### src/rtl/oep_pkg.sv
// Shared types and constants for the orbital energy / prograde guidance block.
// No dependencies.
package oep_pkg;

   localparam int GRAV_W      = 51;
   localparam int SQRT_STAGES = 32;
   localparam int POT_STAGES  = 49;
   localparam int DIR_STAGES  = 16;
   // accept -> squares -> sums -> sqrt -> potential divide -> merge
   localparam int LATENCY     = 2 + SQRT_STAGES + POT_STAGES + 1;

   localparam logic [GRAV_W-1:0] GRAV_RESET = 51'd398600441800000;
   localparam logic [48:0]       POT_CAP    = 49'h1_0000_0000_0000;
   localparam logic [15:0]       DIR_MAX    = 16'd32767;

   typedef struct packed {
      logic signed [31:0] pos_x;
      logic signed [31:0] pos_y;
      logic signed [31:0] pos_z;
      logic signed [31:0] vel_x;
      logic signed [31:0] vel_y;
      logic signed [31:0] vel_z;
      logic signed [31:0] prop_mass;
   } req_type;

   typedef struct packed {
      logic signed [47:0] energy;
      logic               thrust_on;
      logic signed [15:0] dir_x;
      logic signed [15:0] dir_y;
      logic signed [15:0] dir_z;
      logic               degenerate;
   } rsp_type;

   // absolute value of a 32-bit signed word, 32 bits unsigned
   function automatic logic [31:0] mag32(input logic signed [31:0] v);
      logic [31:0] r;
      r = v[31] ? (32'd0 - v) : v;
      return r;
   endfunction

endpackage

### src/rtl/oep_isqrt.sv
// Pipelined integer square root, one result bit per stage (32 stages).
// Depends on oep_pkg.
module oep_isqrt (
   input  logic        clock,
   input  logic        en,
   input  logic [63:0] n_i,
   output logic [31:0] root_o
);

   logic [63:0] n_ff    [0:oep_pkg::SQRT_STAGES-1];
   logic [33:0] rem_ff  [0:oep_pkg::SQRT_STAGES-1];
   logic [31:0] root_ff [0:oep_pkg::SQRT_STAGES-1];

   for (genvar k = 0; k < oep_pkg::SQRT_STAGES; k++) begin : g_stage
      logic [63:0] n_prev;
      logic [33:0] rem_prev;
      logic [31:0] root_prev;
      logic [35:0] rem_sh;
      logic [35:0] trial;
      logic [33:0] rem_in;
      logic [31:0] root_in;

      if (k == 0) begin : g_first
         assign n_prev    = n_i;
         assign rem_prev  = '0;
         assign root_prev = '0;
      end else begin : g_next
         assign n_prev    = n_ff[k-1];
         assign rem_prev  = rem_ff[k-1];
         assign root_prev = root_ff[k-1];
      end

      always_comb begin
         rem_sh = {rem_prev, n_prev[2*(31-k)+1 -: 2]};
         trial  = {2'b00, root_prev, 2'b01};
         if (rem_sh >= trial) begin
            rem_in  = 34'(rem_sh - trial);
            root_in = {root_prev[30:0], 1'b1};
         end else begin
            rem_in  = rem_sh[33:0];
            root_in = {root_prev[30:0], 1'b0};
         end
      end

      always_ff @(posedge clock) begin
         if (en) begin
            n_ff[k]    <= n_prev;
            rem_ff[k]  <= rem_in;
            root_ff[k] <= root_in;
         end
      end
   end

   assign root_o = root_ff[oep_pkg::SQRT_STAGES-1];

endmodule

### config.mk
export PLATFORM = sky130hd
export DESIGN_NAME = oep_isqrt
export DESIGN_NICKNAME = d
export VERILOG_FILES = /design/src/rtl/oep_pkg.sv /design/src/rtl/oep_isqrt.sv
export SDC_FILE = /design/constraint.sdc
export NUM_CORES = 2
export LEC_CHECK = 0
export BUFFER_PORTS_ARGS = -buffer_cell sky130_fd_sc_hd__buf_2
export CORE_MARGIN = 2
export CORE_UTILIZATION = 42
export CTS_CLUSTER_DIAMETER = 60
export DETAILED_ROUTE_END_ITERATION = 6
export REMOVE_ABC_BUFFERS = 1
export SYNTH_ARGS = -nofsm -noshare
export SYNTH_HDL_FRONTEND = slang
export SYNTH_MEMORY_MAX_BITS = 65536
export SYNTH_SLANG_ARGS = --single-unit
export TNS_END_PERCENT = 20
### constraint.sdc
create_clock -name clock -period 9.96 [get_ports clock]
set_input_delay 1.992 -clock clock [delete_from_list [all_inputs] [get_ports clock]]
set_output_delay 1.992 -clock clock [all_outputs]
set_load 0.005 [all_outputs]
# Word-level counts from Yosys, hierarchy flattened
# Memory sizes are Yosys's and may differ from the RTL's.
# Index checks and enable logic that the tools add are counted.
# word_totals
regBits	0
ram_bits	4160
input_bits	66
out_inout_bits	32
word_cells	133
n_memories	3
# mem_list
memory	words	word_bits	rd	rd_ports_with_merged_regs	write_ports	line	text
n_ff	32	64	31	0	32	oep_isqrt.sv:10	logic [63:0] n_ff [0:oep_pkg::SQRT_STAGES-1];
rem_ff	32	34	31	0	32	oep_isqrt.sv:11	logic [33:0] rem_ff [0:oep_pkg::SQRT_STAGES-1];
root_ff	32	32	32	0	32	oep_isqrt.sv:12	logic [31:0] root_ff [0:oep_pkg::SQRT_STAGES-1];
# op_classes
n_addsub	32
magnitude_cmp	32
muxes	66
# op_table
cell	count
$ge A36 B34 Y1	31
$mux W34	32
$sub A34 B34 Y34	31
$mux W1	34
$sub A2 B1 Y3 const B	1
$ge A2 B1 Y1 const B	1

# Logic depth before layout (Yosys ltp)
# An unclocked memory read counts as a cell.
# logic_depth
word_depth	3
mapped_depth	14
mapped_depth_nobuf	13

# Worst setup path before layout
# Ideal clock, no wire load.
# synth_timing
path_type	register to register
from	memory rem_ff[5][10] (netlist: rem_ff[0][180])
to	memory rem_ff[6][25] (netlist: rem_ff[0][229]), data pin
setup_time_ns	0.271
arrival_time_ns	3.212
t_required_ns	9.689
setup_slack_ns	6.477
path_stages_with_launch	11
cell_sequence	edfxtp_1 -> or4_1 -> or3_1 -> or4_4 -> or4_1 -> buf_2 -> nor4_4 -> or3_1 -> buf_4 -> nor4_1 -> xor2_1
# synth_lines
item	line
start: declaration	oep_isqrt.sv:11

==> flow_summary.json <==
{
  "status": "finished, final reports clean",
  "clock_latency_ps": 900,
  "max-slew-margin-rel": 0.239,
  "synthCells": 9072,
  "hp-class": "flop to flop",
  "vias": 70105,
  "post-route-period-util": 0.456,
  "first_pass_iters": 6,
  "synthFlopType": "edfxtp_1",
  "clkSlewWorstSetupHoldPaths_ps": 60,
  "ctsRootBufferMaster": "clkbuf_16",
  "layout_commonest_cell": "edfxtp_1",
  "grt.busiest_layer": "met2",
  "rsz0062_at_grt": "no",
  "die_width_um": 533,
  "critPathSlowestCell": "nor3_1",
  "core_sq_um": 279000,
  "crit_buf_inv": 3,
  "grt_max_degree": 195,
  "cts_max_path_buffers": 4,
  "criticalPathCategory": "flop to flop",
  "final_layout_size_suffix_gt1_frac": 0.0784,
  "synth_cell_type_count": 92,
  "grt_overflow_total": 0,
  "multiInputGateArea_sq_um": 38600,
  "gp_congestion": 0.921,
  "path_cells": "ha_1 -> a21o_1 -> a21o_1 -> a22o_1 -> nor3_1 -> o211ai_1 -> a21boi_1 -> buf_4 -> clkinv_1 -> buf_4 -> nor2b_1 -> and3_1 -> o211ai_1 -> xnor2_1",
  "numCtsBuffers": 297,
  "ctsHtreeMaxLevel": 5,
  "dieArea_sq_um": 284000,
  "final_cell_mix": "edfxtp_1 (2,523), inv_1 (711), nand2_1 (598)",
  "grt.met3_usage": 0.0243,
  "slew_violations": 0,
  "synth_seq_cells": 2523,
  "drtIter0Drc": 5414,
  "dpl.hpwl_um": 169000,
  "ys_seq_area_frac": 0.644,
  "setup_viol": 0,
  "drt-total-wl_um": 237000,
  "drtAntennaViolNets": 0,
  "startpoint_type": "flop",
  "nNetsFinal": 9973,
  "wl_per_cell_um": 17.8,
  "arrival_ps": 5150,
  "cts_tree": "built",
  "grt_usage": 0.164,
  "via_per_inst": 5.27,
  "fill_cells": 24275,
  "fin_hold_ws_ps": 366,
  "power.leakage_nw": 50.4,
  "crit_family": "compound AO/OA/AOI/OAI gates",
  "grt_use_met2": 0.274,
  "postCtsSetupBuffers": 0,
  "antenna_found_initial": 2,
  "pin_count": 98,
  "powerDensity_nw_per_um2": 235,
  "critPathCaptureType": "flop",
  "ys_async_sr_fraction": 0,
  "yosys_warnings": 0,
  "cts_resized": 0,
  "finalHoldViolCount": 0,
  "portBuffers": 97,
  "syn_area_per_cell_sq_um": 13.0,
  "clock-skew-final_ps": 65.4,
  "cts_sinks": 2523,
  "worst_ep_required_time_ps": 10570,
  "timing.fmax_ghz": 0.220,
  "drc_errors": 0,
  "seq_area_sq_um": 75800,
  "worstPathMaxFanout": 22,
  "max_slew.worst_pin.slew_ps": 1110,
  "cts_hold_buf": 0,
  "grt_pass1_vias": 69600,
  "setup_tns_ps": 0,
  "met1_usage": 0.218,
  "die_h_um": 533,
  "std_cell_rows": 194,
  "synth_edf_count": 2523,
  "maxCapViolCount": 0,
  "start_util": 0.422,
  "grt_pass1_wl_um": 378000,
  "period_needed_ps": 4540,
  "max_stage_delay_ps": 600,
  "layout-area-overhead-vs-synth_pct": 12.7,
  "syn_area_sq_um": 118000,
  "ir_drop_v": 0.000161
}
## per-layer routing
layer  up-vias  share of wire
met2      1581           0.48
met1     33830           0.45
met4         0          0.031
met5         -              0
li1      34260              -
met3       434          0.045
## registers in the layout, indices dropped and copies added (netlist names)
name / count
rem_ff: 1003
n_ff: 992
root_ff: 528
## layout make-up
| class | instances | area share |
|---|---|---|
| tap | 3724 | 0.0352 |
| antenna | 3 | 0.0000566 |
| sequential | 2523 | 0.572 |
| clock inverter | 186 | 0.0155 |
| clock buffer | 353 | 0.0585 |
| timing repair buffer | 149 | 0.00774 |
| multi-input combinational | 5656 | 0.291 |
| inverter | 718 | 0.0203 |
## worst register-to-register path, delay by kind of cell, from the launching register on
family / cells / cell delay, ps
buffers and inverters: 3 / 1230
DFF: 1 / 390
AOI/OAI and AO/OA: 6 / 1250
adders and majority gates: 1 / 360
xor gates and xnor gates: 1 / 90
and+or+nand+nor: 3 / 950
## metrics by stage
stage          cell area [sq um]  setup slack [ps]  power (mW)  std cells  utilization
5_1_grt                   133000              5210        32.9      13311        0.475
6_report                  133000              5420        31.2      13312        0.475
4_1_cts                   133000              5490        31.6      13308        0.475
3_5_place_dp              123000              5360        20.6      12769        0.440
2_1_floorplan             117000              3870        18.6       8897            -
3_3_place_gp              123000              5450        20.4      12769        0.440
## cells by family after synthesis
kind of cell             synth area share
flip-flops                          0.644
AND/OR/NAND/NOR                    0.0990
AO/OA/AOI/OAI                      0.0972
buffers and inverters              0.0287
XOR/XNOR                           0.0622
adder cells (fa/ha/maj)            0.0598
multiplexers                      0.00919
other                           0.0000319
## path summary, 6_finish.rpt
kind,end,slack [ps],from,depth (start not counted)
worst min-delay path,n_ff[0][487]$_DFFE_PP_,370,n_ff[0][423]$_DFFE_PP_,0
worst max register to register,rem_ff[1][339]$_DFFE_PP_,5420,rem_ff[1][275]$_DFFE_PP_,14
worst min register to register,n_ff[0][487]$_DFFE_PP_,370,n_ff[0][423]$_DFFE_PP_,0
worst max-delay path,rem_ff[1][339]$_DFFE_PP_,5420,rem_ff[1][275]$_DFFE_PP_,14
## cell usage after synthesis, types with 116 or more instances
| master | count | area share |
|---|---|---|
| ha_1 | 562 | 0.060 |
| nor2_1 | 540 | 0.017 |
| xor2_1 | 400 | 0.030 |
| nor4_1 | 127 | 0.0068 |
| nand2_1 | 598 | 0.019 |
| a21oi_1 | 573 | 0.024 |
| a21o_1 | 243 | 0.016 |
| clkbuf_1 | 148 | 0.0047 |
| inv_1 | 711 | 0.023 |
| nand2b_1 | 116 | 0.0062 |
| xnor2_1 | 435 | 0.032 |
| o21ai_0 | 418 | 0.018 |
| nor3_1 | 210 | 0.0089 |
| nand3_1 | 159 | 0.0068 |
| edfxtp_1 | 2523 | 0.64 |
## where the power goes
group / internal, mW / switching, mW / leakage, nW
registers: 13.4 / 0.876 / 24.3
clock network: 6.43 / 4.36 / 4.75
logic: 2.55 / 3.55 / 21.3
Power figures use the tool's default switching activity.
