$ cat src/rtl/oep_pkg.sv
// Shared types and constants for the orbital energy / prograde guidance block.
// No dependencies.
package oep_pkg;

   localparam int GRAV_W      = 51;
   localparam int SQRT_STAGES = 32;
   localparam int POT_STAGES  = 49;
   localparam int DIR_STAGES  = 16;
   // accept -> squares -> sums -> sqrt -> potential divide -> merge
   localparam int LATENCY     = 2 + SQRT_STAGES + POT_STAGES + 1;

   localparam logic [GRAV_W-1:0] GRAV_RESET = 51'd398600441800000;
   localparam logic [48:0]       POT_CAP    = 49'h1_0000_0000_0000;
   localparam logic [15:0]       DIR_MAX    = 16'd32767;

   typedef struct packed {
      logic signed [31:0] pos_x;
      logic signed [31:0] pos_y;
      logic signed [31:0] pos_z;
      logic signed [31:0] vel_x;
      logic signed [31:0] vel_y;
      logic signed [31:0] vel_z;
      logic signed [31:0] prop_mass;
   } req_type;

   typedef struct packed {
      logic signed [47:0] energy;
      logic               thrust_on;
      logic signed [15:0] dir_x;
      logic signed [15:0] dir_y;
      logic signed [15:0] dir_z;
      logic               degenerate;
   } rsp_type;

   // absolute value of a 32-bit signed word, 32 bits unsigned
   function automatic logic [31:0] mag32(input logic signed [31:0] v);
      logic [31:0] r;
      r = v[31] ? (32'd0 - v) : v;
      return r;
   endfunction

endpackage

$ cat src/rtl/oep_dir_lane.sv
// One direction lane: min(floor(|v_i| * 2^15 / W), 32767), one bit per stage.
// Depends on oep_pkg.
module oep_dir_lane (
   input  logic        clock,
   input  logic        en,
   input  logic [31:0] mag_i,
   input  logic [31:0] speed_i,
   output logic [15:0] dir_o
);

   logic [31:0] w_ff   [0:oep_pkg::DIR_STAGES-1];
   logic [31:0] rem_ff [0:oep_pkg::DIR_STAGES-1];
   logic [15:0] q_ff   [0:oep_pkg::DIR_STAGES-1];

   for (genvar k = 0; k < oep_pkg::DIR_STAGES; k++) begin : g_stage
      logic [31:0] w_prev;
      logic [31:0] rem_prev;
      logic [15:0] q_prev;
      logic        dbit;
      logic [32:0] rem_sh;
      logic        ge;

      if (k == 0) begin : g_first
         // |v_i| <= W, so the top part is already below the divisor
         assign w_prev   = speed_i;
         assign rem_prev = {1'b0, mag_i[31:1]};
         assign q_prev   = '0;
         assign dbit     = mag_i[0];
      end else begin : g_next
         assign w_prev   = w_ff[k-1];
         assign rem_prev = rem_ff[k-1];
         assign q_prev   = q_ff[k-1];
         assign dbit     = 1'b0;
      end

      assign rem_sh = {rem_prev, dbit};
      assign ge     = rem_sh >= {1'b0, w_prev};

      always_ff @(posedge clock) begin
         if (en) begin
            w_ff[k]   <= w_prev;
            rem_ff[k] <= ge ? 32'(rem_sh - {1'b0, w_prev}) : rem_sh[31:0];
            q_ff[k]   <= {q_prev[14:0], ge};
         end
      end
   end

   assign dir_o = q_ff[oep_pkg::DIR_STAGES-1][15] ? oep_pkg::DIR_MAX
                                                  : q_ff[oep_pkg::DIR_STAGES-1];

endmodule

$ cat config.mk
export PLATFORM = sky130hd
export DESIGN_NAME = oep_dir_lane
export DESIGN_NICKNAME = d
export VERILOG_FILES = /design/src/rtl/oep_pkg.sv /design/src/rtl/oep_dir_lane.sv
export SDC_FILE = /design/constraint.sdc
export NUM_CORES = 2
export LEC_CHECK = 0
export ABC_AREA = 1
export BUFFER_PORTS_ARGS = -buffer_cell sky130_fd_sc_hd__buf_2
export CORE_MARGIN = 8
export CORE_UTILIZATION = 30
export CTS_CLUSTER_SIZE = 28
export DETAILED_ROUTE_END_ITERATION = 8
export GPL_TIMING_DRIVEN = 1
export HOLD_SLACK_MARGIN = 0.1
export SYNTH_ARGS = -nofsm -noshare
export SYNTH_HDL_FRONTEND = slang
export SYNTH_SLANG_ARGS = --single-unit
$ cat constraint.sdc
create_clock -name clock -period 4.8 [get_ports clock]
set_clock_uncertainty 0.2 [all_clocks]
set_input_delay 0.24 -clock clock [delete_from_list [all_inputs] [get_ports clock]]
set_output_delay 0.24 -clock clock [all_outputs]
set_load 0.01 [all_outputs]
# Word level (Yosys, flattened, before mapping)

Memories as Yosys holds them, arrays and structs flattened.
Cells that the tools add are included.

Bits in registers: 0
Bits in latches: 0
Bits in writable memories: 1280
Memory bits (read-only): 0
Input bits: 66
Output and inout port bits: 16
Logic and storage cells: 54
Memories kept: 3

$add $sub $neg: 16
Multiply operators: 0
Div/mod/pow operators: 0
$lt $le $gt $ge: 16
Eq/ne operators: 0
Shifts and indexed selects: 0
Multiplexer cells: 19
Bitwise logic cells: 0
Reductions and logical operators: 0

Memory list:

| memory | depth | width | rd ports | clocked after Yosys merged registers in | wr ports | line               | source |
|---|---|---|---|---|---|---|---|
| rem_ff | 16    | 32    | 15       | 0                                       | 16       | oep_dir_lane.sv:12 | `logic [31:0] rem_ff [0:oep_pkg::DIR_STAGES-1];` |
| w_ff   | 16    | 32    | 15       | 0                                       | 16       | oep_dir_lane.sv:11 | `logic [31:0] w_ff [0:oep_pkg::DIR_STAGES-1];` |
| q_ff   | 16    | 16    | 16       | 0                                       | 16       | oep_dir_lane.sv:13 | `logic [15:0] q_ff [0:oep_pkg::DIR_STAGES-1];` |

Operators with widths:

| operator                                                       | count |
|---|---|
| 32-bit 2-to-1 mux                                              | 16 |
| 32-bit subtractor                                              | 16 |
| 33-bit by 32-bit greater-or-equal comparator with 1-bit output | 15 |
| 32-bit greater-or-equal comparator                             | 1 |
| 15-bit 2-to-1 mux                                              | 1 |
| 1-bit 2-to-1 mux                                               | 2 |

# Depth between registers and ports, before layout

An unclocked memory read counts as a cell.

Depth in word-level cells: 3
Mapped depth: 17
Depth with buffers taken out: 15

# Least setup slack after synthesis

No wires, ideal clock.

Kind: input -> register
From: input port mag_i[0]
To: memory rem_ff[0][31], data pin
Setup time: 0.253 ns
Data arrival time: 1.747 ns
Data required time: 4.347 ns
Setup slack: 2.599 ns
Cell stages on the path: 14
Path buffers: 1
Path through: inv_1 ha_1 fa_1 nor2_1 o21ai_1 nand2_1 nand2_1 nand3_2 nand2_2 nand2_4 inv_4 buf_6 nand2_1 nand2_1

RTL lines:

| element     | line               | source |
|---|---|---|
| from (decl) | oep_dir_lane.sv:6  | `input logic [31:0] mag_i,` |
| to (decl)   | oep_dir_lane.sv:12 |  |

==> flow_metrics.tcl <==
set metrics [dict create \
    port_buffers 80 \
    synth_top_area_share_pct 40.8 \
    timing.fmax_mhz 297 \
    detailedRoute.firstIterationViolations 6345 \
    drv_slew 0 \
    io-pin-count 82 \
    power.ir.vdd_worst_mv 0.322 \
    synthesis.area_um2 80600 \
    chipHeight_um 534 \
    multi_input_comb_area_um2 38000 \
    post_synth_net_total 11565 \
    post-route-min-period_ns 3.37 \
    cp_data_arrival_time_ns 3.68 \
    yosysWarningCount 0 \
    post-synth-top-count-cell "nand2_1" \
    layout.area.seq_um2 32900 \
    timing.hold.worst.class "primary input to register" \
    critical_path_class "primary input to register" \
    cts_tree "built" \
    die_width_um 534 \
    ranking_of_synthesized_cells_by_area "edfxtp_1 (41%), nand2_1 (20%), inv_1 (11%), ha_1 (7.9%), nand3_1 (4.7%)" \
    routabilityCongestion 0.930 \
    outcome "complete, no violations" \
    dpl.cell_count 14499 \
    post-cts-setup-buffer-count 0 \
    post_drt_via_cell_ratio 4.56 \
    synth_largest_area_cell "edfxtp_1" \
    clock-sinks 1096 \
    final_min_period_over_clock_period_pct 70.1 \
    setup.worst_path.end_class "register" \
    timing.setup.tns_ns 0 \
    critical_path_peak_fanout 36 \
    static-leakage-power_uw 0.0464 \
    filler_cell_count 28538 \
    nNetsFinal 11793 \
    insertion_delay_ns 0.78 \
    ctsRootBufferMaster "clkbuf_16" \
    max-cap-violations 0 \
    finalHoldViolations 0 \
    p_per_area_nw_per_um2 603 \
    overall_via_count_from_detail_route 67764 \
    total_power_uw 54300 \
    synth.yosys.seq_area_share_pct 40.8 \
    cp-start-kind "primary input" \
    clock_tree.htree_level_count 3 \
    flow.area_growth_from_synthesis_pct 11.8 \
    ctsResizeCount 0 \
    firstDrtPassIters 6 \
    ys_seq_elements 1096 \
    ctsLongestPathBuffers 3 \
    core.rowCount 190 \
    grt_max_degree 122 \
    final_hold_slack_ns 0.188 \
    wirelength_um 244000 \
    clk_pin_slew_ns 0.07 \
    layout.cells.non_filler 14854 \
    layout-drive-gt1-share_pct 5.60 \
    dieArea_um2 285000 \
    grt_antenna_before_repair 1 \
    drt.antenna.violating_nets 0 \
    yosys.cell_types.count 43 \
    synthCells 10973 \
    critPathRequiredTime_ns 5.12 \
    routed_wire_length_per_instance_um 16.4 \
    final-setup-viol-count 0 \
    synth_async_sr_flop_share_pct 0 \
    fp.coreArea_um2 268000 \
    cts-buffers-inserted 120 \
    fin_util_pct 33.6 \
    synthTopCellsByCount "nand2_1 (4270), inv_1 (2266), edfxtp_1 (1096), nand3_1 (761), nor2_1 (553)" \
    grt_overflow_total 0 \
    synth_enable_flop_cells 1096 \
    setup_repair_after_global_routing_missed_its_margin "no" \
    grt_pass1_wl_um 372000 \
    remaining_drc_errors 0 \
    maxSlewHeadroom_pct 43.4 \
    syn_avg_cell_area_um2 7.34 \
    vias_in_the_first_global_route 62845 \
    post_cts_hold_buffer_count 132 \
    ys_dominant_reg_cell "edfxtp_1" \
    gr-usage-all-layers_pct 16.5 \
    floorplan.initialDensity_pct 30.1 \
    tightestPinTransition_ns 0.843 \
    detailedPlacementHpwl_um 196000 \
]
logic make-up after synthesis:
kind of cell | after synthesis | synth area share [%]
simple gates | 6326 | 34.0
buf+inv | 2423 | 12.0
flops | 1096 | 40.8
fa+ha+maj | 526 | 8.31
compound gates | 390 | 2.53
xor+xnor | 211 | 2.29
other cells | 1 | 0.00465
final timing paths:
| path | from | endpoint | slack (ns) | cells after the start |
|---|---|---|---|---|
| worst max-delay path | mag_i[0] | rem_ff[0][27] | 1.43 | 16 |
| worst min-delay path | mag_i[29] | rem_ff[0][29] | 0.19 | 4 |
| worst max register to register | w_ff[1][155] | rem_ff[1][186] | 1.46 | 13 |
| worst min register to register | q_ff[0][97] | q_ff[0][114] | 0.21 | 0 |
cell usage in the layout, fill, tap and decap left out, drive strengths merged, types with 47 or more instances in the layout:
master and n:
a21oi 336, and2 123, buf 113, clkbuf 139, clkinv 47, dlygate4sd3 132, edfxtp 1096, ha 511
inv 2293, nand2 4371, nand3 881, nand3b 148, nand4 48, nor2 602, nor3 125, xor2 196
layout make-up:
| class | count | area share (%) |
|---|---|---|
| Sequential cell | 1096 | 36.5 |
| Clock inverter | 83 | 1.04 |
| Timing Repair Buffer | 245 | 2.34 |
| Multi-Input combinational cell | 7454 | 42.2 |
| Antenna cell | 1 | 0.00278 |
| Clock buffer | 139 | 3.44 |
| Tap cell | 3552 | 4.93 |
| Inverter | 2284 | 9.53 |
metal layers:
| metal | share of wire, % | track usage, % | vias to the layer above |
|---|---|---|---|
| met4 | 2.4 | 3.74 | 0 |
| li1 | - | - | 34652 |
| met3 | 6.5 | 2.38 | 291 |
| met5 | 0 | 0 | - |
| met2 | 44 | 26.4 | 1954 |
| met1 | 47 | 23.5 | 30867 |
report_power, final:
part	leakage, uW	internal (uW)	switching [uW]	total, uW
sequential	0.0108	14200	2030	16300
combinational	0.0337	9220	19300	28500
clock	0.00194	5500	4050	9540
metrics by stage:
stage / setup WS (ns) / cell area, um^2
finish: 1.43 / 90100
CTS: 1.50 / 90100
floorplan: 2.60 / 80600
global route: 1.23 / 90100
global placement: 1.47 / 84700
detailed placement: 1.54 / 84700
worst max-delay path, cell delays in order:
cell and delay [ns]:
dlygate4sd3_1 0.52, buf_2 0.10, inv_1 0.05, ha_1 0.22
fa_1 0.44, nor2_1 0.17, o21ai_1 0.08, nand2_1 0.17
nand2_1 0.11, nand3_2 0.08, nand2_2 0.06, nand2_4 0.40
inv_4 0.28, nand2_1 0.12, nand2_1 0.07, dlygate4sd3_1 0.55
sequential cells by signal (all words and copies together) (netlist names):
register	cells
q_ff	136
rem_ff	480
w_ff	480
No activity file was read; power rests on OpenSTA's default activity.
